--- src/rtl/core/hst_pkg.sv ---
// shared types and constants of the homing step block
// no dependencies
package hst_pkg;

    localparam int COORD_W    = 32;
    localparam int SPEED_W    = 31;
    localparam int CFG_IDX_W  = 3;
    localparam int CFG_DATA_W = 32;
    localparam int MAG_W      = COORD_W + 1;
    localparam int NORM_W     = 31;
    localparam int PROD_W     = 2 * NORM_W;
    localparam int ACC_W      = 64;
    localparam int ROOT_W     = 32;
    localparam int SUM_W      = COORD_W + 2;
    localparam int ITER_N     = 32;
    localparam int CNT_W      = $clog2(ITER_N);
    localparam int NUM_AX     = 3;
    localparam int AX_W       = 2;

    localparam int SPEED_RST_INT  = 5;
    localparam int RADIUS_RST_INT = 2;

    localparam logic [CFG_IDX_W-1:0] CFG_SPEED  = 3'd0;
    localparam logic [CFG_IDX_W-1:0] CFG_RADIUS = 3'd1;
    localparam logic [CFG_IDX_W-1:0] CFG_TGT_X  = 3'd2;
    localparam logic [CFG_IDX_W-1:0] CFG_TGT_Y  = 3'd3;
    localparam logic [CFG_IDX_W-1:0] CFG_TGT_Z  = 3'd4;

    localparam logic [COORD_W-1:0] COORD_MAX = 32'h7FFF_FFFF;
    localparam logic [COORD_W-1:0] COORD_MIN = 32'h8000_0000;

    typedef enum logic [3:0] {
        S_IDLE,
        S_DIFF,
        S_CHK,
        S_NORM,
        S_SQ,
        S_ACC,
        S_SQRT_GO,
        S_SQRT,
        S_MUL,
        S_DIV_GO,
        S_DIV,
        S_DONE
    } t_state;

    typedef enum logic {
        RD_SQRT,
        RD_DIV
    } t_rd_op;

    typedef struct packed {
        logic   start;
        t_rd_op op;
    } t_rd_ctl;

    typedef struct packed {
        logic busy;
        logic done;
    } t_rd_sts;

endpackage

--- src/rtl/core/hst_in_if.sv ---
// input channel of the homing step block: mode and load position
// depends on hst_pkg
interface hst_in_if;
    logic                               valid;
    logic                               ready;
    logic                               mode;
    logic signed [hst_pkg::COORD_W-1:0] load_x;
    logic signed [hst_pkg::COORD_W-1:0] load_y;
    logic signed [hst_pkg::COORD_W-1:0] load_z;

    modport source (output valid, mode, load_x, load_y, load_z, input ready);
    modport sink (input valid, mode, load_x, load_y, load_z, output ready);
endinterface

--- src/rtl/core/hst_out_if.sv ---
// result channel of the homing step block: position and flags
// depends on hst_pkg
interface hst_out_if;
    logic                               valid;
    logic                               ready;
    logic signed [hst_pkg::COORD_W-1:0] pos_x;
    logic signed [hst_pkg::COORD_W-1:0] pos_y;
    logic signed [hst_pkg::COORD_W-1:0] pos_z;
    logic                               arrived;
    logic                               saturated;

    modport source (output valid, pos_x, pos_y, pos_z, arrived, saturated, input ready);
    modport sink (input valid, pos_x, pos_y, pos_z, arrived, saturated, output ready);
endinterface

--- src/rtl/core/hst_cfg_if.sv ---
// configuration write channel of the homing step block
// depends on hst_pkg
interface hst_cfg_if;
    logic                              valid;
    logic                              ready;
    logic [hst_pkg::CFG_IDX_W-1:0]     index;
    logic [hst_pkg::CFG_DATA_W-1:0]    data;

    modport source (output valid, index, data, input ready);
    modport sink (input valid, index, data, output ready);
endinterface

--- src/rtl/core/hst_root_div.sv ---
// shared shift-subtract unit: 64-bit integer square root or 64/32 divide
// one result bit per cycle, 32 iterations; depends on hst_pkg
module hst_root_div (
    input  logic                         i_clk,
    input  logic                         i_rst_n,
    input  hst_pkg::t_rd_ctl             i_ctl,
    input  logic [hst_pkg::ACC_W-1:0]    i_rad,
    input  logic [hst_pkg::ROOT_W-1:0]   i_den,
    output hst_pkg::t_rd_sts             o_sts,
    output logic [hst_pkg::ROOT_W-1:0]   o_res
);
    import hst_pkg::*;

    localparam logic [ACC_W-1:0] BIT0 = ACC_W'(1) << (ACC_W - 2);

    logic             r_busy;
    logic             r_done;
    logic [CNT_W-1:0] r_cnt;
    t_rd_op           r_op;
    logic [ACC_W-1:0] r_a;
    logic [ACC_W-1:0] r_b;
    logic [ACC_W-1:0] r_bit;

    logic [ROOT_W:0]  w_rem_sh;
    logic [ACC_W-1:0] w_sub_a;
    logic [ACC_W-1:0] w_sub_b;
    logic [ACC_W:0]   w_diff;
    logic             w_ge;

    assign w_rem_sh = {r_a[ROOT_W-1:0], r_b[ACC_W-1]};
    assign w_sub_a  = (r_op == RD_SQRT) ? r_a : ACC_W'(w_rem_sh);
    assign w_sub_b  = (r_op == RD_SQRT) ? (r_b | r_bit) : ACC_W'(i_den);
    assign w_diff   = {1'b0, w_sub_a} - {1'b0, w_sub_b};
    assign w_ge     = !w_diff[ACC_W];

    always_ff @(posedge i_clk) begin
        if (!i_rst_n) begin
            r_busy <= 1'b0;
            r_done <= 1'b0;
            r_cnt  <= '0;
        end else begin
            r_done <= 1'b0;
            if (i_ctl.start) begin
                r_busy <= 1'b1;
                r_cnt  <= '0;
            end else if (r_busy) begin
                r_cnt <= r_cnt + 1'b1;
                if (r_cnt == CNT_W'(ITER_N - 1)) begin
                    r_busy <= 1'b0;
                    r_done <= 1'b1;
                end
            end
        end
    end

    always_ff @(posedge i_clk) begin
        if (i_ctl.start) begin
            r_op  <= i_ctl.op;
            r_bit <= BIT0;
            if (i_ctl.op == RD_SQRT) begin
                r_a <= i_rad;
                r_b <= '0;
            end else begin
                r_a <= ACC_W'(i_rad[ACC_W-1:ROOT_W]);
                r_b <= {i_rad[ROOT_W-1:0], {(ACC_W-ROOT_W){1'b0}}};
            end
        end else if (r_busy) begin
            if (r_op == RD_SQRT) begin
                r_bit <= r_bit >> 2;
                if (w_ge) begin
                    r_a <= w_diff[ACC_W-1:0];
                    r_b <= (r_b >> 1) | r_bit;
                end else begin
                    r_b <= r_b >> 1;
                end
            end else begin
                r_b <= {r_b[ACC_W-2:0], w_ge};
                if (w_ge) begin
                    r_a <= ACC_W'(w_diff[ROOT_W-1:0]);
                end else begin
                    r_a <= ACC_W'(w_rem_sh[ROOT_W-1:0]);
                end
            end
        end
    end

    assign o_sts.busy = r_busy;
    assign o_sts.done = r_done;
    assign o_res      = r_b[ROOT_W-1:0];

endmodule

--- src/rtl/core/homing_step_toward_target_top.sv ---
// homing step: a load goes to the output register, an arriving tick stops after the box test,
// a moving tick then normalizes and runs one 32-step root and three 32-step divides
// on the shared shift-subtract unit; one item in flight, input not ready meanwhile
// the result register frees the input side while a result waits to be taken
// reset: synchronous active low, clears position and control, restores config defaults
module homing_step_toward_target_top #(
    parameter int FRAC_BITS = 16
) (
    input  logic      i_clk,
    input  logic      i_rst_n,
    hst_in_if.sink    i_in,
    hst_out_if.source o_out,
    hst_cfg_if.sink   i_cfg
);
    import hst_pkg::*;

    localparam logic [SPEED_W-1:0] SPEED_RST  = SPEED_W'(SPEED_RST_INT << FRAC_BITS);
    localparam logic [SPEED_W-1:0] RADIUS_RST = SPEED_W'(RADIUS_RST_INT << FRAC_BITS);
    localparam logic [AX_W-1:0]    AX_LAST    = AX_W'(NUM_AX - 1);

    t_state r_state;
    t_state n_state;

    logic [SPEED_W-1:0] r_speed;
    logic [SPEED_W-1:0] r_radius;
    logic [COORD_W-1:0] r_tgt [NUM_AX];
    logic [COORD_W-1:0] r_pos [NUM_AX];

    logic [AX_W-1:0]    r_ax;
    logic [MAG_W-1:0]   r_e [NUM_AX];
    logic [NUM_AX-1:0]  r_dneg;
    logic [MAG_W-1:0]   r_m;
    logic               r_far;
    logic [PROD_W-1:0]  r_prod;
    logic [ACC_W-1:0]   r_acc;
    logic [ROOT_W-1:0]  r_len;
    logic               r_arr;
    logic               r_sat;

    logic               r_ov;
    logic [COORD_W-1:0] r_out_pos [NUM_AX];
    logic               r_out_arr;
    logic               r_out_sat;

    logic               w_in_acc;
    logic               w_out_free;
    logic [COORD_W-1:0] w_p;
    logic [COORD_W-1:0] w_t;
    logic [MAG_W-1:0]   w_d;
    logic [MAG_W-1:0]   w_e;
    logic               w_near;
    logic [NORM_W-1:0]  w_mul_a;
    logic [NORM_W-1:0]  w_mul_b;
    logic [PROD_W-1:0]  w_prod;
    logic [SUM_W-1:0]   w_stp;
    logic [SUM_W-1:0]   w_sum;
    logic               w_ovf;
    logic [COORD_W-1:0] w_new;
    logic               w_big;

    t_rd_ctl            w_ctl;
    t_rd_sts            u_sts;
    logic [ACC_W-1:0]   w_rad;
    logic [ROOT_W-1:0]  u_res;

    hst_root_div u_rd (
        .i_clk   (i_clk),
        .i_rst_n (i_rst_n),
        .i_ctl   (w_ctl),
        .i_rad   (w_rad),
        .i_den   (r_len),
        .o_sts   (u_sts),
        .o_res   (u_res)
    );

    assign i_cfg.ready = 1'b1;
    assign i_in.ready  = (r_state == S_IDLE);
    assign w_in_acc    = i_in.valid && (r_state == S_IDLE);
    assign w_out_free  = !r_ov || o_out.ready;

    // per-axis difference and box test
    assign w_p    = r_pos[r_ax];
    assign w_t    = r_tgt[r_ax];
    assign w_d    = {w_t[COORD_W-1], w_t} - {w_p[COORD_W-1], w_p};
    assign w_e    = w_d[MAG_W-1] ? (~w_d + 1'b1) : w_d;
    assign w_near = (w_e <= MAG_W'(r_radius));
    assign w_big  = |r_m[MAG_W-1:NORM_W];

    // shared multiplier: squares, then speed times magnitude
    assign w_mul_a = r_e[r_ax][NORM_W-1:0];
    assign w_mul_b = (r_state == S_SQ) ? w_mul_a : r_speed;
    assign w_prod  = w_mul_a * w_mul_b;

    // signed step and saturating add
    assign w_stp = r_dneg[r_ax] ? (~SUM_W'(u_res) + 1'b1) : SUM_W'(u_res);
    assign w_sum = {{2{w_p[COORD_W-1]}}, w_p} + w_stp;
    assign w_ovf = (w_sum[SUM_W-1:COORD_W-1] != 3'b000)
                && (w_sum[SUM_W-1:COORD_W-1] != 3'b111);
    assign w_new = w_ovf ? (w_sum[SUM_W-1] ? COORD_MIN : COORD_MAX)
                         : w_sum[COORD_W-1:0];

    assign w_ctl.start = (r_state == S_SQRT_GO) || (r_state == S_DIV_GO);
    assign w_ctl.op    = (r_state == S_SQRT_GO) ? RD_SQRT : RD_DIV;
    assign w_rad       = (r_state == S_SQRT_GO) ? r_acc
                       : ACC_W'(r_prod) + ACC_W'(r_len[ROOT_W-1:1]);

    always_ff @(posedge i_clk) begin
        if (!i_rst_n) begin
            r_state <= S_IDLE;
        end else begin
            r_state <= n_state;
        end
    end

    always_comb begin
        n_state = r_state;
        case (r_state)
            S_IDLE: begin
                if (i_in.valid) begin
                    n_state = i_in.mode ? S_DONE : S_DIFF;
                end
            end
            S_DIFF: begin
                if (r_ax == AX_LAST) begin
                    n_state = S_CHK;
                end
            end
            S_CHK: begin
                n_state = r_far ? S_NORM : S_DONE;
            end
            S_NORM: begin
                if (w_big || r_m[NORM_W-1]) begin
                    n_state = S_SQ;
                end
            end
            S_SQ: begin
                n_state = S_ACC;
            end
            S_ACC: begin
                n_state = (r_ax == AX_LAST) ? S_SQRT_GO : S_SQ;
            end
            S_SQRT_GO: begin
                n_state = S_SQRT;
            end
            S_SQRT: begin
                if (u_sts.done) begin
                    n_state = S_MUL;
                end
            end
            S_MUL: begin
                n_state = S_DIV_GO;
            end
            S_DIV_GO: begin
                n_state = S_DIV;
            end
            S_DIV: begin
                if (u_sts.done) begin
                    n_state = (r_ax == AX_LAST) ? S_DONE : S_MUL;
                end
            end
            S_DONE: begin
                if (w_out_free) begin
                    n_state = S_IDLE;
                end
            end
            default: begin
                n_state = S_IDLE;
            end
        endcase
    end

    // config registers and position
    always_ff @(posedge i_clk) begin
        if (!i_rst_n) begin
            r_speed  <= SPEED_RST;
            r_radius <= RADIUS_RST;
            r_tgt[0] <= '0;
            r_tgt[1] <= '0;
            r_tgt[2] <= '0;
            r_pos[0] <= '0;
            r_pos[1] <= '0;
            r_pos[2] <= '0;
        end else begin
            if (i_cfg.valid) begin
                case (i_cfg.index)
                    CFG_SPEED:  r_speed  <= i_cfg.data[SPEED_W-1:0];
                    CFG_RADIUS: r_radius <= i_cfg.data[SPEED_W-1:0];
                    CFG_TGT_X:  r_tgt[0] <= i_cfg.data;
                    CFG_TGT_Y:  r_tgt[1] <= i_cfg.data;
                    CFG_TGT_Z:  r_tgt[2] <= i_cfg.data;
                    default: ;
                endcase
            end
            if (w_in_acc && i_in.mode) begin
                r_pos[0] <= i_in.load_x;
                r_pos[1] <= i_in.load_y;
                r_pos[2] <= i_in.load_z;
            end else if (r_state == S_DIV && u_sts.done) begin
                r_pos[r_ax] <= w_new;
            end
        end
    end

    // datapath
    always_ff @(posedge i_clk) begin
        case (r_state)
            S_IDLE: begin
                r_ax  <= '0;
                r_m   <= '0;
                r_far <= 1'b0;
                r_arr <= 1'b0;
                r_sat <= 1'b0;
            end
            S_DIFF: begin
                r_e[r_ax]    <= w_e;
                r_dneg[r_ax] <= w_d[MAG_W-1];
                r_far        <= r_far || !w_near;
                if (w_e > r_m) begin
                    r_m <= w_e;
                end
                r_ax <= (r_ax == AX_LAST) ? '0 : r_ax + 1'b1;
            end
            S_CHK: begin
                r_arr <= !r_far;
                r_acc <= '0;
            end
            S_NORM: begin
                if (w_big) begin
                    for (int i = 0; i < NUM_AX; i++) begin
                        r_e[i] <= r_e[i] >> 1;
                    end
                end else if (!r_m[NORM_W-1]) begin
                    r_m <= r_m << 1;
                    for (int i = 0; i < NUM_AX; i++) begin
                        r_e[i] <= r_e[i] << 1;
                    end
                end
            end
            S_SQ: begin
                r_prod <= w_prod;
            end
            S_ACC: begin
                r_acc <= r_acc + ACC_W'(r_prod);
                r_ax  <= (r_ax == AX_LAST) ? '0 : r_ax + 1'b1;
            end
            S_SQRT: begin
                if (u_sts.done) begin
                    r_len <= u_res;
                end
            end
            S_MUL: begin
                r_prod <= w_prod;
            end
            S_DIV: begin
                if (u_sts.done) begin
                    r_sat <= r_sat || w_ovf;
                    r_ax  <= (r_ax == AX_LAST) ? '0 : r_ax + 1'b1;
                end
            end
            default: ;
        endcase
    end

    // result register
    always_ff @(posedge i_clk) begin
        if (!i_rst_n) begin
            r_ov <= 1'b0;
        end else if (r_state == S_DONE && w_out_free) begin
            r_ov <= 1'b1;
        end else if (o_out.ready) begin
            r_ov <= 1'b0;
        end
    end

    always_ff @(posedge i_clk) begin
        if (r_state == S_DONE && w_out_free) begin
            r_out_pos[0] <= r_pos[0];
            r_out_pos[1] <= r_pos[1];
            r_out_pos[2] <= r_pos[2];
            r_out_arr    <= r_arr;
            r_out_sat    <= r_sat;
        end
    end

    assign o_out.valid     = r_ov;
    assign o_out.pos_x     = r_out_pos[0];
    assign o_out.pos_y     = r_out_pos[1];
    assign o_out.pos_z     = r_out_pos[2];
    assign o_out.arrived   = r_out_arr;
    assign o_out.saturated = r_out_sat;

endmodule

--- src/flat_wrapper.sv ---
// flat-port wrapper written by rule: the top's interface ports become plain ports
module homing_step_toward_target_top_flat import hst_pkg::*;
#(
    parameter int FRAC_BITS = 16
)
  (i_clk, i_rst_n, i_in_valid, i_in_mode, i_in_load_x, i_in_load_y, i_in_load_z, i_in_ready, o_out_valid, o_out_pos_x, o_out_pos_y, o_out_pos_z, o_out_arrived, o_out_saturated, o_out_ready, i_cfg_valid, i_cfg_index, i_cfg_data, i_cfg_ready);
  hst_in_if i_in_i ();
  hst_out_if o_out_i ();
  hst_cfg_if i_cfg_i ();
  input  logic i_clk;
  input  logic i_rst_n;
  input wire logic [$bits(i_in_i.valid)-1:0] i_in_valid;
  input wire logic [$bits(i_in_i.mode)-1:0] i_in_mode;
  input wire logic [$bits(i_in_i.load_x)-1:0] i_in_load_x;
  input wire logic [$bits(i_in_i.load_y)-1:0] i_in_load_y;
  input wire logic [$bits(i_in_i.load_z)-1:0] i_in_load_z;
  output wire logic [$bits(i_in_i.ready)-1:0] i_in_ready;
  output wire logic [$bits(o_out_i.valid)-1:0] o_out_valid;
  output wire logic [$bits(o_out_i.pos_x)-1:0] o_out_pos_x;
  output wire logic [$bits(o_out_i.pos_y)-1:0] o_out_pos_y;
  output wire logic [$bits(o_out_i.pos_z)-1:0] o_out_pos_z;
  output wire logic [$bits(o_out_i.arrived)-1:0] o_out_arrived;
  output wire logic [$bits(o_out_i.saturated)-1:0] o_out_saturated;
  input wire logic [$bits(o_out_i.ready)-1:0] o_out_ready;
  input wire logic [$bits(i_cfg_i.valid)-1:0] i_cfg_valid;
  input wire logic [$bits(i_cfg_i.index)-1:0] i_cfg_index;
  input wire logic [$bits(i_cfg_i.data)-1:0] i_cfg_data;
  output wire logic [$bits(i_cfg_i.ready)-1:0] i_cfg_ready;
  assign i_in_i.valid = i_in_valid;
  assign i_in_i.mode = i_in_mode;
  assign i_in_i.load_x = i_in_load_x;
  assign i_in_i.load_y = i_in_load_y;
  assign i_in_i.load_z = i_in_load_z;
  assign i_in_ready = i_in_i.ready;
  assign o_out_valid = o_out_i.valid;
  assign o_out_pos_x = o_out_i.pos_x;
  assign o_out_pos_y = o_out_i.pos_y;
  assign o_out_pos_z = o_out_i.pos_z;
  assign o_out_arrived = o_out_i.arrived;
  assign o_out_saturated = o_out_i.saturated;
  assign o_out_i.ready = o_out_ready;
  assign i_cfg_i.valid = i_cfg_valid;
  assign i_cfg_i.index = i_cfg_index;
  assign i_cfg_i.data = i_cfg_data;
  assign i_cfg_ready = i_cfg_i.ready;
  homing_step_toward_target_top #(.FRAC_BITS(FRAC_BITS)) u_core (.i_clk(i_clk), .i_rst_n(i_rst_n), .i_in(i_in_i), .o_out(o_out_i), .i_cfg(i_cfg_i));
endmodule
--- config.mk ---
export PLATFORM = sky130hd
export DESIGN_NAME = homing_step_toward_target_top_flat
export DESIGN_NICKNAME = d
export VERILOG_FILES = /design/src/rtl/core/hst_pkg.sv /design/src/rtl/core/hst_in_if.sv /design/src/rtl/core/hst_out_if.sv /design/src/rtl/core/hst_cfg_if.sv /design/src/rtl/core/hst_root_div.sv /design/src/rtl/core/homing_step_toward_target_top.sv /design/src/flat_wrapper.sv
export SDC_FILE = /design/constraint.sdc
export NUM_CORES = 2
export LEC_CHECK = 0
export ABC_AREA = 1
export BUFFER_PORTS_ARGS = -buffer_cell sky130_fd_sc_hd__buf_4
export CAP_MARGIN = 15
export CORE_ASPECT_RATIO = 0.6
export CORE_MARGIN = 4
export CORE_UTILIZATION = 46
export DETAILED_ROUTE_END_ITERATION = 8
export GPL_TIMING_DRIVEN = 0
export PLACE_DENSITY_LB_ADDON = 0.1
export SLEW_MARGIN = 20
export SYNTH_ARGS = -nofsm -noshare
export SYNTH_HDL_FRONTEND = slang
export SYNTH_SLANG_ARGS = --single-unit
--- constraint.sdc ---
create_clock -name i_clk -period 14.4 [get_ports i_clk]
set_clock_uncertainty 0.1 [all_clocks]
set_input_delay 1.44 -clock i_clk [delete_from_list [all_inputs] [get_ports i_clk]]
set_output_delay 1.44 -clock i_clk [all_outputs]
set_load 0.1 [all_outputs]
**Word level (Yosys, flattened, before mapping)**

Memory sizes are Yosys's and may differ from the RTL's. A register that Yosys moved wholly into a read port is not among the register bits.
Index checks and enable logic that the tools add are counted.

- Eq/ne operators: 28
- $mul: 1
- Order comparisons: 4
- $add $sub $neg: 9
- Bitwise logic cells: 16
- Mux-type cells: 103
- Reduce and logical (&&, ||, !) cells: 43

Operator list:

| kind | count |
|---|---|
| 64-bit two-way mux | 12 |
| 32-bit two-way mux | 10 |
| 33-bit two-way mux | 8 |
| 64-bit one-hot mux with 2 select lines | 1 |
| 33-bit one-hot mux with 3 select lines | 1 |
| 64-bit by 64-bit subtractor with 65-bit output | 1 |
| 64-bit by 62-bit adder with 64-bit output | 1 |
| 64-bit by 63-bit OR with 64-bit output | 1 |
| 62-bit by 31-bit adder with 63-bit output | 1 |
| 63-bit two-way mux | 1 |
| 63-bit OR | 1 |
| 31-bit by 31-bit multiplier with 62-bit output | 1 |
| 4-bit one-hot mux with 12 select lines | 1 |
| 1-bit two-way mux | 43 |
| 34-bit by 1-bit adder with 34-bit output, second input constant | 1 |
| 34-bit adder | 1 |
| 34-bit two-way mux | 1 |
| 32-bit NOT with 34-bit output | 1 |
| 33-bit by 1-bit adder with 33-bit output, second input constant | 1 |
| 33-bit > comparator | 1 |
| 33-bit by 31-bit less-or-equal comparator with 1-bit output | 1 |
| 33-bit NOT | 1 |
| 33-bit OR reduction | 1 |
| 32-bit by 32-bit subtractor with 33-bit output | 1 |
| other kinds (40) | 111 |

- Word-level logic and storage cells: 231
- Memory bits (writable): 387
- Input bits: 137
- Output and inout port bits: 101
- Bits in registers: 436
- Memories kept: 4

Memories:

| name | words | width | rd ports | clocked after Yosys merged registers in | write ports | line | RTL |
|---|---|---|---|---|---|---|---|
| u_core.r_e | 3 | 33 | 4 | 1 | 3 | homing_step_toward_target_top.sv:30 | `logic [MAG_W-1:0] r_e [NUM_AX];` |
| u_core.r_out_pos | 3 | 32 | 3 | 0 | 3 | homing_step_toward_target_top.sv:41 | `logic [COORD_W-1:0] r_out_pos [NUM_AX];` |
| u_core.r_pos | 3 | 32 | 4 | 1 | 3 | homing_step_toward_target_top.sv:27 | `logic [COORD_W-1:0] r_pos [NUM_AX];` |
| u_core.r_tgt | 3 | 32 | 1 | 1 | 3 | homing_step_toward_target_top.sv:26 | `logic [COORD_W-1:0] r_tgt [NUM_AX];` |

**Logic depth before layout (Yosys ltp)**

- Depth in word-level cells: 9
- Depth in mapped cells: 44

**Modules after synthesis**

Synthesis repeated with hierarchy kept, for this count alone.

- Cells, all modules: 11553
- Area total of the unflattened synthesis: 90002.6 um^2

By module, submodules not included:

| module | times used | cells an instance | area an instance (um^2) |
|---|---|---|---|
| homing_step_toward_target_top | 1 | 9247 | 75174.6 |
| hst_root_div | 1 | 2306 | 14828.0 |

**Worst setup path before layout**

No wires, ideal clock.

- Path type: in2reg
- Start point: input o_out_ready
- End point: register u_core.r_out_arr, in the netlist u_core.o_out.arrived (enable)
- Stages: 2
- Arrival: 8203 ps
- Setup time: 678 ps
- Setup slack: 5419 ps
- Buffers on the path: 0
- Cells stage by stage: nor2_1 > nor3_1

- Longest elaborated chain between the ends: 2

Ends and longest elaborated chain:

| element | line | RTL |
|---|---|---|
| from (decl) | flat_wrapper.sv:24 | `input wire logic [$bits(o_out_i.ready)-1:0] o_out_ready;` |
| 1-bit logical OR | homing_step_toward_target_top.sv:79 | `assign w_out_free = !r_ov \|\| o_out.ready;` |
| 1-bit logical AND | homing_step_toward_target_top.sv:276 | `if (r_state == S_DONE && w_out_free) begin` |
| to (signal assigned) | homing_step_toward_target_top.sv:280 | `r_out_arr <= r_arr;` |
| to (decl) | homing_step_toward_target_top.sv:42 | `logic r_out_arr;` |

No other way between the ends.
A chain may end at the register's enable or synchronous reset.

==> flow_metrics.env <==
export IMPL_finalMaxSlewViolations=0
export IMPL_cts_buffers=83
export IMPL_dr_pass1_iters=9
export IMPL_htreeDepth=3
export IMPL_worst_r2r_cell_count=33
export IMPL_yosys_area_share_simple_pct=19.9
export IMPL_fp_dieH_um=347
export IMPL_synthMuxAreaShare_pct=0
export IMPL_worst_path_max_delay_cell="o21ai_4"
export IMPL_synth_xor_area_share_pct=2.06
export IMPL_synth_area_leader_cell="edfxtp_1"
export IMPL_vias_per_cell=6.00
export IMPL_track_usage_pct=41.3
export IMPL_end_kind="flop"
export IMPL_ys_ff_latch=888
export IMPL_vias=84628
export IMPL_cpPeakStageDelay_ns=1.18
export IMPL_period_needed_ns=12.96
export IMPL_synth_ff_type="edfxtp_1"
export IMPL_gp_congestion=1.10
export IMPL_clockBufferDepth=3
export IMPL_die_w_um=573
export IMPL_synthesis_nets=12667
export IMPL_crit_arrival_ns=13.34
export IMPL_hold_violations=0
export IMPL_syn2layout_area_growth_pct=10.1
export IMPL_synth_edf_count=780
export IMPL_syn_inst=11143
export IMPL_synth_top_family_by_area="adder cells"
export IMPL_tightest_slew_ns=1.47
export IMPL_io_buffers=235
export IMPL_post_synth_top_count_cell="nand2_1"
export IMPL_required_ns=14.78
export IMPL_multi_input_area_sq_um=54000
export IMPL_fmax_ghz=0.0772
export IMPL_hold_end="u_core.r_out_pos[0][68]"
export IMPL_clk_pin_slew_ns=0.07
export IMPL_first_global_vias=77425
export IMPL_tritoncts="done"
export IMPL_ys_types=65
export IMPL_netlist_top_cells_count="2,525 x nand2_1, 1,882 x inv_1, 1,291 x nor2_1"
export IMPL_postCtsResizedCells=0
export IMPL_hpwl_um=358000
export IMPL_fin_crit_sh_pct=90.0
export IMPL_antenna_found_initial=28
export IMPL_r2r_end="u_core.r_prod[56]"
export IMPL_nets=13034
export IMPL_io_pins=238
export IMPL_grt_ovfl_total=0
export IMPL_wl_per_cell_um=30.0
export IMPL_status="finished, final reports clean"
export IMPL_initialDrtViolationCount=14447
export IMPL_crit_path_start_kind="flop"
export IMPL_clk_latency_ns=0.75
export IMPL_ys_top_cells_by_area="edfxtp_1 27%, fa_1 19%, nand2_1 11%"
export IMPL_seq_area_frac_synth_pct=29.1
export IMPL_hold_depth=0
export IMPL_routed_wl_um=423000
export IMPL_grt_max_degree=51
export IMPL_nFillCells=18701
export IMPL_initial_core_util_pct=46.2
export IMPL_clkSinkCount=888
export IMPL_rsz0062_at_grt="no"
export IMPL_yosysTopAreaCellShare_pct=26.6
export IMPL_root_buffer="clkbuf_16"
export IMPL_slew_headroom_pct=1.83
export IMPL_drcViolationCount=0
export IMPL_die_area_sq_um=199000
export IMPL_worstHoldStart="u_core.r_pos[2][4]"
export IMPL_async_flop_share_pct=0
export IMPL_hold_buffers=0
export IMPL_cp_max_fo=10
export IMPL_post_cts_setup_buffers=0
export IMPL_critPathKind="reg2reg"
export IMPL_setup_viol=0
export IMPL_netlist_area_sq_um=88000
export IMPL_grt_pass1_wl_um=585000
export IMPL_drv_cap=0
export IMPL_drive_gt1_share_pct=5.39
export IMPL_yosysWarnings=0
export IMPL_syn_area_per_cell_sq_um=7.90
export IMPL_seqCellArea_sq_um=25600
export IMPL_synth_fa_ha_area_share_pct=26.9
export IMPL_core_area_sq_um=190000
export IMPL_rrSetupSlack_ns=1.44
export IMPL_ant_nets=0
export IMPL_hold_path_class="reg2reg"
export IMPL_fin_setup_tns_ns=0
export IMPL_synth_compound_area_share_pct=12.1
export IMPL_rows=124
worst max path at each step:
stage           startpoint                    to  slack, ns  cells after the start
2_1_floorplan  o_out_ready  u_core.o_out.arrived       5.42                      2
5_1_grt               flop     u_core.r_prod[56]       1.64                     33
3_3_place_gp          flop     u_core.r_prod[46]       1.06                     31
6_report              flop     u_core.r_prod[56]       1.44                     33
4_1_cts               flop     u_core.r_prod[56]       2.49                     35
3_5_place_dp          flop     u_core.r_prod[56]       2.52                     35
critical path, delay by kind of cell, from the launching register on:
| kind | cells | cell delay (ns) |
|---|---|---|
| xor+xnor | 1 | 0.28 |
| buf+inv | 7 | 2.87 |
| flops | 1 | 0.31 |
| fa+ha+maj | 9 | 4.51 |
| simple gates | 9 | 2.23 |
| compound gates | 7 | 2.39 |
sequential cells by signal, summed over array words and instances, names as in the netlist, 2 cells and up, named ones only:
signal             count
u_core.r_ax            2
u_core.r_prod         62
u_core.r_radius       31
u_core.u_rd.r_a       64
u_core.u_rd.r_bit     32
u_core.r_out_pos      96
u_core.r_len          32
u_core.r_m            33
u_core.r_state         4
u_core.r_e           130
u_core.r_acc          64
u_core.r_tgt          96
u_core.u_rd.r_b       64
u_core.r_speed        31
u_core.r_pos         128
u_core.u_rd.r_cnt      5
u_core.r_dneg          3
layout make-up:
class	count	area share, %
Buffer	390	1.65
Antenna cell	5	0.0129
Clock inverter	48	0.656
Sequential cell	888	26.4
Multi-Input combinational cell	7942	55.7
Inverter	1923	7.45
Tap cell	2520	3.25
Timing Repair Buffer	282	2.59
Clock buffer	103	2.27
stage by stage:
| step | area [sq um] | hold slack [ns] | instances | utilization (%) | setup slack (ns) |
|---|---|---|---|---|---|
| 2_1_floorplan | 88000 | 0.300 | 11143 | - | 5.42 |
| 3_3_place_gp | 93000 | 0.329 | 13898 | 48.8 | 1.06 |
| 3_5_place_dp | 94000 | 0.335 | 13944 | 49.4 | 2.52 |
| 4_1_cts | 96800 | 0.339 | 14095 | 50.9 | 2.49 |
| 5_1_grt | 96900 | 0.341 | 14096 | 50.9 | 1.64 |
| 6_report | 96900 | 0.335 | 14101 | 50.9 | 1.44 |
cell usage in the layout, fill, tap and decap left out, types with 66 or more instances in the layout:
| cell type | netlist | final |
|---|---|---|
| nand4_1 | 66 | 66 |
| inv_1 | 1882 | 1881 |
| a21oi_1 | 791 | 789 |
| clkbuf_16 | 0 | 84 |
| o21ai_0 | 773 | 768 |
| ha_1 | 545 | 545 |
| clkbuf_1 | 317 | 298 |
| fa_1 | 842 | 842 |
| edfxtp_1 | 780 | 780 |
| xor2_1 | 155 | 151 |
| nor3_1 | 84 | 81 |
| dfxtp_1 | 108 | 108 |
| nand3_1 | 317 | 317 |
| nor2_1 | 1291 | 1289 |
| nand2_1 | 2525 | 2515 |
| buf_4 | 11 | 261 |
cell families (layout without fill, tap and decap cells):
| family | Yosys count | after routing |
|---|---|---|
| and+or+nand+nor | 4398 | 4398 |
| buffers and inverters | 2313 | 2746 |
| AOI/OAI and AO/OA | 1952 | 1952 |
| adders and majority gates | 1387 | 1387 |
| DFF | 888 | 888 |
| xor gates and xnor gates | 204 | 204 |
| other | 1 | 6 |
routing by layer:
layer | routed length (um) | GRT usage (%)
met1 | 190000 | 65.0
met2 | 140000 | 46.6
met3 | 84000 | 24.6
met4 | 7480 | 6.13
met5 | 1260 | 3.59
Power is not shown: default switching activity piles up to over one toggle a cycle in this logic, so the estimate is an artifact.
